==> src/rtl/kf2_pkg.sv <==
// ----------------------------------------------------------------------------
// kf2_pkg
// shared types and constants for the two-state kalman filter
// ----------------------------------------------------------------------------
package kf2_pkg;

  localparam int FracBits = 16;
  localparam int DataW    = 32;
  localparam int CfgW     = 32;
  localparam int IdxW     = 3;

  localparam logic [IdxW-1:0] RegTimeStep = 3'd0;
  localparam logic [IdxW-1:0] RegMeasVar  = 3'd1;
  localparam logic [IdxW-1:0] RegProcPos  = 3'd2;
  localparam logic [IdxW-1:0] RegProcVel  = 3'd3;
  localparam logic [IdxW-1:0] RegCtrlPos  = 3'd4;
  localparam logic [IdxW-1:0] RegCtrlVel  = 3'd5;
  localparam logic [IdxW-1:0] RegInitCov  = 3'd6;

  // 1000.0 at FracBits, saturated to the 31 bit register range
  localparam longint InitCovFull = longint'(1000) <<< FracBits;
  localparam logic [30:0] InitCovReset = (InitCovFull > 64'sh7FFFFFFF) ?
      31'h7FFFFFFF : InitCovFull[30:0];

  // divider: quotient bits needed for |num*2^F / den| before saturation
  localparam int DivBits = DataW + FracBits;
  localparam int DivCntW = $clog2(DivBits + 1);

  typedef enum logic [2:0] {
    DIV_IDLE,
    DIV_RUN,
    DIV_DONE
  } div_state_t;

  typedef struct packed {
    logic start;
  } div_ctrl_t;

  typedef struct packed {
    logic busy;
    logic done;
  } div_stat_t;

  typedef enum logic [4:0] {
    ST_IDLE,
    ST_S,
    ST_DIV1,
    ST_DIV1W,
    ST_DIV2,
    ST_DIV2W,
    ST_U_POS,
    ST_U_VEL,
    ST_U_A,
    ST_U_B,
    ST_U_C,
    ST_P_POS,
    ST_P_POS2,
    ST_P_VEL,
    ST_P_NB,
    ST_P_A1,
    ST_P_A2,
    ST_P_A3,
    ST_P_C,
    ST_OUT
  } state_t;

  function automatic logic signed [DataW-1:0] sat32(input logic signed [DataW+1:0] v);
    if (v > $signed({{2{1'b0}}, 1'b0, {(DataW-1){1'b1}}}))
      return {1'b0, {(DataW-1){1'b1}}};
    else if (v < $signed({{2{1'b1}}, 1'b1, {(DataW-1){1'b0}}}))
      return {1'b1, {(DataW-1){1'b0}}};
    else
      return v[DataW-1:0];
  endfunction

  // arithmetic shift floors, matching rounding toward minus infinity
  function automatic logic signed [DataW-1:0] sat_prod(input logic signed [2*DataW-1:0] p);
    logic signed [2*DataW-1:0] s;
    s = p >>> FracBits;
    if (s > $signed({{(DataW+1){1'b0}}, {(DataW-1){1'b1}}}))
      return {1'b0, {(DataW-1){1'b1}}};
    else if (s < $signed({{(DataW+1){1'b1}}, {(DataW-1){1'b0}}}))
      return {1'b1, {(DataW-1){1'b0}}};
    else
      return s[DataW-1:0];
  endfunction

endpackage

==> src/rtl/kf2_div.sv <==
// ----------------------------------------------------------------------------
// kf2_div
// restoring divider, one quotient bit per cycle, saturated gain result
// ----------------------------------------------------------------------------
module kf2_div import kf2_pkg::*; (
  input  logic                    clk,
  input  logic                    rst,
  input  div_ctrl_t               ctrl,
  input  logic signed [DataW-1:0] num,
  input  logic signed [DataW-1:0] den,
  output div_stat_t               stat,
  output logic signed [DataW-1:0] quo
);

  div_state_t               state, state_next;
  logic [DivCntW-1:0]       cnt;
  logic [DivBits-1:0]       dividend;
  logic [DataW:0]           rem;
  logic [DivBits-1:0]       q;
  logic [DataW-1:0]         dmag;
  logic                     neg;
  logic [DataW:0]           trial;
  logic [DataW:0]           shifted;
  logic signed [DivBits+1:0] sq;

  assign shifted = {rem[DataW-1:0], dividend[DivBits-1]};
  assign trial   = shifted - {1'b0, dmag};

  always_ff @(posedge clk) begin
    if (rst) begin
      state <= DIV_IDLE;
      cnt   <= '0;
    end else begin
      state <= state_next;
      if (ctrl.start) cnt <= DivCntW'(DivBits);
      else if (state == DIV_RUN) cnt <= cnt - 1'b1;
    end
  end

  always_ff @(posedge clk) begin
    if (ctrl.start) begin
      dividend <= {(num[DataW-1] ? -num : num), {FracBits{1'b0}}};
      dmag     <= den[DataW-1] ? -den : den;
      neg      <= num[DataW-1] ^ den[DataW-1];
      rem      <= '0;
      q        <= '0;
    end else if (state == DIV_RUN) begin
      dividend <= dividend << 1;
      if (!trial[DataW]) begin
        rem <= trial;
        q   <= {q[DivBits-2:0], 1'b1};
      end else begin
        rem <= shifted;
        q   <= {q[DivBits-2:0], 1'b0};
      end
    end
  end

  always_comb begin
    state_next = state;
    unique case (state)
      DIV_IDLE: if (ctrl.start) state_next = DIV_RUN;
      DIV_RUN:  if (cnt == DivCntW'(1)) state_next = DIV_DONE;
      DIV_DONE: state_next = ctrl.start ? DIV_RUN : DIV_IDLE;
      default:  state_next = DIV_IDLE;
    endcase
  end

  always_comb begin
    sq  = neg ? -$signed({2'b00, q}) : $signed({2'b00, q});
    quo = (sq > $signed({{(DivBits-DataW+3){1'b0}}, {(DataW-1){1'b1}}})) ?
          {1'b0, {(DataW-1){1'b1}}} :
          (sq < $signed({{(DivBits-DataW+3){1'b1}}, {(DataW-1){1'b0}}})) ?
          {1'b1, {(DataW-1){1'b0}}} : sq[DataW-1:0];
  end

  assign stat.busy = (state == DIV_RUN);
  assign stat.done = (state == DIV_DONE);

  a_done_after_run: assert property (@(posedge clk) disable iff (rst)
    stat.done |-> $past(state) == DIV_RUN) else $error("div done without run");
  a_cnt_zero_done: assert property (@(posedge clk) disable iff (rst)
    stat.done |-> cnt == '0) else $error("div count not exhausted");
  a_one_hot: assert property (@(posedge clk) disable iff (rst)
    !(stat.busy && stat.done)) else $error("div busy and done");

endmodule

==> config.mk <==
export PLATFORM = sky130hd
export DESIGN_NAME = kf2_div
export DESIGN_NICKNAME = d
export VERILOG_FILES = /design/src/rtl/kf2_pkg.sv /design/src/rtl/kf2_div.sv
export SDC_FILE = /design/constraint.sdc
export NUM_CORES = 1
export LEC_CHECK = 0
export ABC_AREA = 1
export BUFFER_PORTS_ARGS = -buffer_cell sky130_fd_sc_hd__buf_4
export CAP_MARGIN = 0
export CELL_PAD_IN_SITES_DETAIL_PLACEMENT = 1
export CELL_PAD_IN_SITES_GLOBAL_PLACEMENT = 2
export CORE_MARGIN = 3
export CORE_UTILIZATION = 37
export DETAILED_ROUTE_END_ITERATION = 8
export PLACE_DENSITY = 0.9
export RECOVER_POWER = 100
export SLEW_MARGIN = 20
export SYNTH_ARGS = -nofsm -noshare
export SYNTH_HDL_FRONTEND = slang
export SYNTH_SLANG_ARGS = --single-unit
==> constraint.sdc <==
create_clock -name clk -period 4.6 [get_ports clk]
set_clock_uncertainty 0.2 [all_clocks]
set_input_delay 0.23 -clock clk [delete_from_list [all_inputs] [get_ports clk]]
set_output_delay 0.23 -clock clk [all_outputs]
set_load 0.05 [all_outputs]
==> impl_metrics.xml <==
<?xml version="1.0" encoding="UTF-8"?>
<metrics>
  <group name="run_status">
    <metric name="result_of_the_run" unit="">finished with violations</metric>
    <metric name="violations" unit="">max-capacitance violations, max-slew violations</metric>
  </group>
  <group name="synth">
    <metric name="post-synth-top-count-cell" unit="">sky130_fd_sc_hd__nand2_1</metric>
    <metric name="synthesis.instances" unit="">1614</metric>
    <metric name="synth.cell_area" unit="mm²">0.0110</metric>
    <metric name="yosys.area.top_type_share" unit="">0.177</metric>
    <metric name="syn_avg_cell_area" unit="µm²">6.84</metric>
    <metric name="postSynth.asyncResetShare" unit="">0</metric>
    <metric name="synth-seq-area-share" unit="">0.336</metric>
    <metric name="yosysWarnings" unit="">0</metric>
    <metric name="synthDistinctLibCells" unit="">49</metric>
    <metric name="ys_top_cells_by_area" unit="">sky130_fd_sc_hd__edfxtp_1 18%, sky130_fd_sc_hd__nand2_1 16%, sky130_fd_sc_hd__dfxtp_1 16%, sky130_fd_sc_hd__nor2_1 6.4%, sky130_fd_sc_hd__inv_1 6.2%</metric>
    <metric name="netlist_top_cells_count" unit="">472 x sky130_fd_sc_hd__nand2_1, 189 x sky130_fd_sc_hd__nor2_1, 181 x sky130_fd_sc_hd__inv_1, 88 x sky130_fd_sc_hd__dfxtp_1, 83 x sky130_fd_sc_hd__nand3_1</metric>
    <metric name="synth_fp_nets" unit="">1719</metric>
    <metric name="synth_ff_type" unit="">sky130_fd_sc_hd__dfxtp_1</metric>
    <metric name="ys_ff_latch" unit="">153</metric>
    <metric name="synth_edf_count" unit="">65</metric>
    <metric name="synth.largest_area_cell" unit="">sky130_fd_sc_hd__edfxtp_1</metric>
  </group>
  <group name="pwr">
    <metric name="share_clk_of_total_power" unit="">0.403</metric>
    <metric name="total_switching_power" unit="µW">996</metric>
    <metric name="p_per_area" unit="mW/mm²">262</metric>
    <metric name="seq_power_share" unit="">0.453</metric>
    <metric name="power.share.combinational" unit="">0.144</metric>
    <metric name="power.share.switching" unit="">0.294</metric>
    <metric name="maximum_vdd_drop" unit="V">0.000240</metric>
    <metric name="static-leakage-power" unit="nW">6.16</metric>
    <metric name="total_power" unit="mW">3.38</metric>
    <metric name="internal_power" unit="mW">2.39</metric>
  </group>
  <group name="hold_path">
    <metric name="min_to" unit="">dividend[39]$_DFFE_PP_</metric>
    <metric name="min_path_cells" unit="">3</metric>
    <metric name="worstHoldPathType" unit="">in -&gt; reg</metric>
    <metric name="hp-start" unit="">num[23]</metric>
  </group>
  <group name="route">
    <metric name="drt-pass1-iter-count" unit="">5</metric>
    <metric name="routed_via_density" unit="">5.08</metric>
    <metric name="drt_wl_total" unit="µm">34700</metric>
    <metric name="routed_via_count" unit="">10900</metric>
    <metric name="wl_per_cell" unit="µm">16.2</metric>
    <metric name="drt_drc_violations_left" unit="">0</metric>
    <metric name="antenna_left" unit="">0</metric>
    <metric name="detailedRoute.firstIterationViolations" unit="">634</metric>
  </group>
  <group name="global_route">
    <metric name="grt_pass1_wl" unit="µm">55900</metric>
    <metric name="antenna_found_initial" unit="">1</metric>
    <metric name="grt_pass1_vias" unit="">11000</metric>
    <metric name="grtUsageTotal" unit="">0.219</metric>
    <metric name="grt_overflow_total" unit="">0</metric>
    <metric name="grt_max_degree" unit="">53</metric>
  </group>
  <group name="sta">
    <metric name="worst_slew_pin_slew" unit="ns">2.73</metric>
    <metric name="setup_violations" unit="">0</metric>
    <metric name="timing_max_transition_violations_final" unit="">52</metric>
    <metric name="hold_viol" unit="">0</metric>
    <metric name="slew_headroom" unit="">-0.818</metric>
    <metric name="rsz0062_at_grt" unit="">no</metric>
    <metric name="layout_min_cycle_time" unit="ns">4.07</metric>
    <metric name="final.hold.worst_slack" unit="ns">0.0147</metric>
    <metric name="final_critical_path_setup_slack" unit="ns">0.531</metric>
    <metric name="timing.fmax" unit="GHz">0.246</metric>
    <metric name="fin_crit_sh" unit="">0.885</metric>
    <metric name="fin_tns_setup" unit="ns">0</metric>
  </group>
  <group name="floorplanning">
    <metric name="floorplan.die_area" unit="mm²">0.0319</metric>
    <metric name="num_io_pins" unit="">101</metric>
    <metric name="core_region_area" unit="mm²">0.0290</metric>
    <metric name="num_rows" unit="">62</metric>
    <metric name="fp.dieH" unit="µm">179</metric>
    <metric name="floorplan.die.width" unit="µm">179</metric>
    <metric name="initial_utilization" unit="">0.380</metric>
  </group>
  <group name="cts">
    <metric name="tritoncts" unit="">built</metric>
    <metric name="bufs_on_longest_clock_path" unit="">2</metric>
    <metric name="tritoncts.num_buffers" unit="">17</metric>
    <metric name="later_pin_clock_latency_in_the_skew_report" unit="ns">0.44</metric>
    <metric name="path_clk_slew" unit="ns">0.07</metric>
    <metric name="clockRootBuffer" unit="">sky130_fd_sc_hd__clkbuf_16</metric>
    <metric name="cts.repair_timing.setup_buffer_count" unit="">0</metric>
    <metric name="cts_max_level" unit="">4</metric>
    <metric name="clkSinkCount" unit="">153</metric>
  </group>
  <group name="worst_setup_path">
    <metric name="worst_path_max_delay_cell" unit="">sky130_fd_sc_hd__edfxtp_1</metric>
    <metric name="r2r-start" unit="">dmag[11]$_DFFE_PP_</metric>
    <metric name="setup.worst_path.class" unit="">reg -&gt; out</metric>
    <metric name="cpLargestDelayFamily" unit="">compound AO/OA/AOI/OAI gates</metric>
    <metric name="critPathMostFrequentCell" unit="">sky130_fd_sc_hd__nand2_1</metric>
    <metric name="cp-end-kind" unit="">output port</metric>
    <metric name="critical_path.n_buffers_inverters" unit="">2</metric>
    <metric name="required" unit="ns">4.17</metric>
    <metric name="reg_to_reg_setup_timing_slack" unit="ns">0.95</metric>
    <metric name="r2r.worst_path.cells" unit="">14</metric>
    <metric name="crit_arrival" unit="ns">3.64</metric>
    <metric name="worstPathCellList" unit="">buf_4 -&gt; o21ai_0 -&gt; nand3_1 -&gt; nand2_1 -&gt; nor2_1 -&gt; nand2_1 -&gt; nor2_2 -&gt; nand3_2 -&gt; o21bai_4 -&gt; nand2_1 -&gt; clkbuf_2</metric>
    <metric name="critical-path-max-stage-delay" unit="ns">0.85</metric>
    <metric name="critical_path_cell_count" unit="">11</metric>
    <metric name="crit_fanout" unit="">31</metric>
    <metric name="worstSetupStartpointType" unit="">register</metric>
    <metric name="reg2reg_to" unit="">rem[30]$_SDFFE_PP0P_</metric>
  </group>
  <group name="final_layout">
    <metric name="final_util" unit="">0.446</metric>
    <metric name="area.growth.synth_to_final" unit="%">17.2</metric>
    <metric name="filler_cell_count" unit="">3761</metric>
    <metric name="post-route-cell-area" unit="mm²">0.0129</metric>
    <metric name="finish.net_count" unit="">1841</metric>
    <metric name="post_route_cells_drive_above_1_share" unit="">0.103</metric>
    <metric name="layoutNonFillerInstCount" unit="">2134</metric>
  </group>
  <group name="placed_design">
    <metric name="postPlaceCellArea" unit="mm²">0.0121</metric>
    <metric name="post-place-cells" unit="">2058</metric>
    <metric name="routability_congestion" unit="">0.919</metric>
    <metric name="detailed_place_hpwl" unit="µm">26500</metric>
    <metric name="preCtsSetupSlack" unit="ns">1.10</metric>
    <metric name="port_buffers" unit="">100</metric>
  </group>
  <group name="run">
    <metric name="drv.max_cap_violation_count" unit="">1</metric>
  </group>
</metrics>
[cells in the final DEF, fill, tap and decap left out, types with 47 or more instances in the layout]
cell                       count
sky130_fd_sc_hd__edfxtp_1     65
sky130_fd_sc_hd__a21oi_1      58
sky130_fd_sc_hd__nand3_1      83
sky130_fd_sc_hd__nand2_1     473
sky130_fd_sc_hd__o22ai_1      47
sky130_fd_sc_hd__inv_1       181
sky130_fd_sc_hd__xor2_1       73
sky130_fd_sc_hd__buf_4        68
sky130_fd_sc_hd__o21ai_0     100
sky130_fd_sc_hd__dfxtp_1      88
sky130_fd_sc_hd__nor2_1      188
[power groups by stage]
stage / clock (mW) / sequential, mW / combinational, mW
floorplan: 0 / 1.55 / 0.300
global placement: 0 / 1.56 / 0.446
detailed placement: 0 / 1.56 / 0.458
CTS: 1.40 / 1.53 / 0.491
global route: 1.45 / 1.54 / 0.545
finish: 1.37 / 1.53 / 0.487
[flip-flops by register name, summed over array words and instances, names as in the netlist]
register and count:
rem 32, cnt 6, dmag 32, dividend 32
neg 1, state 2, q 48
[repair_timing]
action / CTS / global route
setup endpoints to repair: 0 / 0
resized for setup: 0 / 0
hold buffers: 43 / 0
endpoints found under the hold margin: 51 / 0
[metal layers]
metal	GRT usage	vias up	wire, µm
li1	-	5473	-
met1	0.281	5139	15800
met2	0.379	184	17000
met3	0.0309	54	1050
met4	0.0701	0	885
met5	0	-	0
[layout make-up]
class | count | area [µm²] | share of cell area
diodes | 1 | 2.50 | 0.000193
clock buffers | 18 | 429 | 0.0332
clock inverters | 14 | 113 | 0.00870
inverters | 187 | 702 | 0.0543
multi-input cells | 1226 | 6350 | 0.491
flip-flops and latches | 153 | 3710 | 0.287
well taps | 384 | 480 | 0.0371
repair buffers | 151 | 1140 | 0.0882
[worst max path at each step]
stage / start / endpoint / slack, ns
finish: neg$_DFFE_PP_ / quo[29] / 0.53
global route: neg$_DFFE_PP_ / quo[11] / 0.18
CTS: neg$_DFFE_PP_ / quo[29] / 0.69
detailed placement: dividend[47]$_DFFE_PP_ / rem[30]$_SDFFE_PP0P_ / 1.10
global placement: dividend[47]$_DFFE_PP_ / rem[31]$_SDFFE_PP0P_ / 1.18
floorplan: q[0]$_SDFFE_PP0P_ / quo[1] / 2.01
[tightest hold or removal path, stage by stage]
cell                      delay (ns)
sky130_fd_sc_hd__buf_4          0.11
sky130_fd_sc_hd__nand2_1        0.05
sky130_fd_sc_hd__a31oi_1        0.13
[logic make-up (layout without fill, tap and decap cells)]
kind of cell    Yosys count  count (layout)  share of synthesized area
compound gates          241             241                      0.123
other cells               0               1                          0
buf+inv                 235             370                     0.0859
xor+xnor                107             107                     0.0849
fa+ha+maj                38              38                     0.0438
simple gates            840             840                      0.326
flops                   153             153                      0.336
No activity file was read; power rests on OpenSTA's default activity.
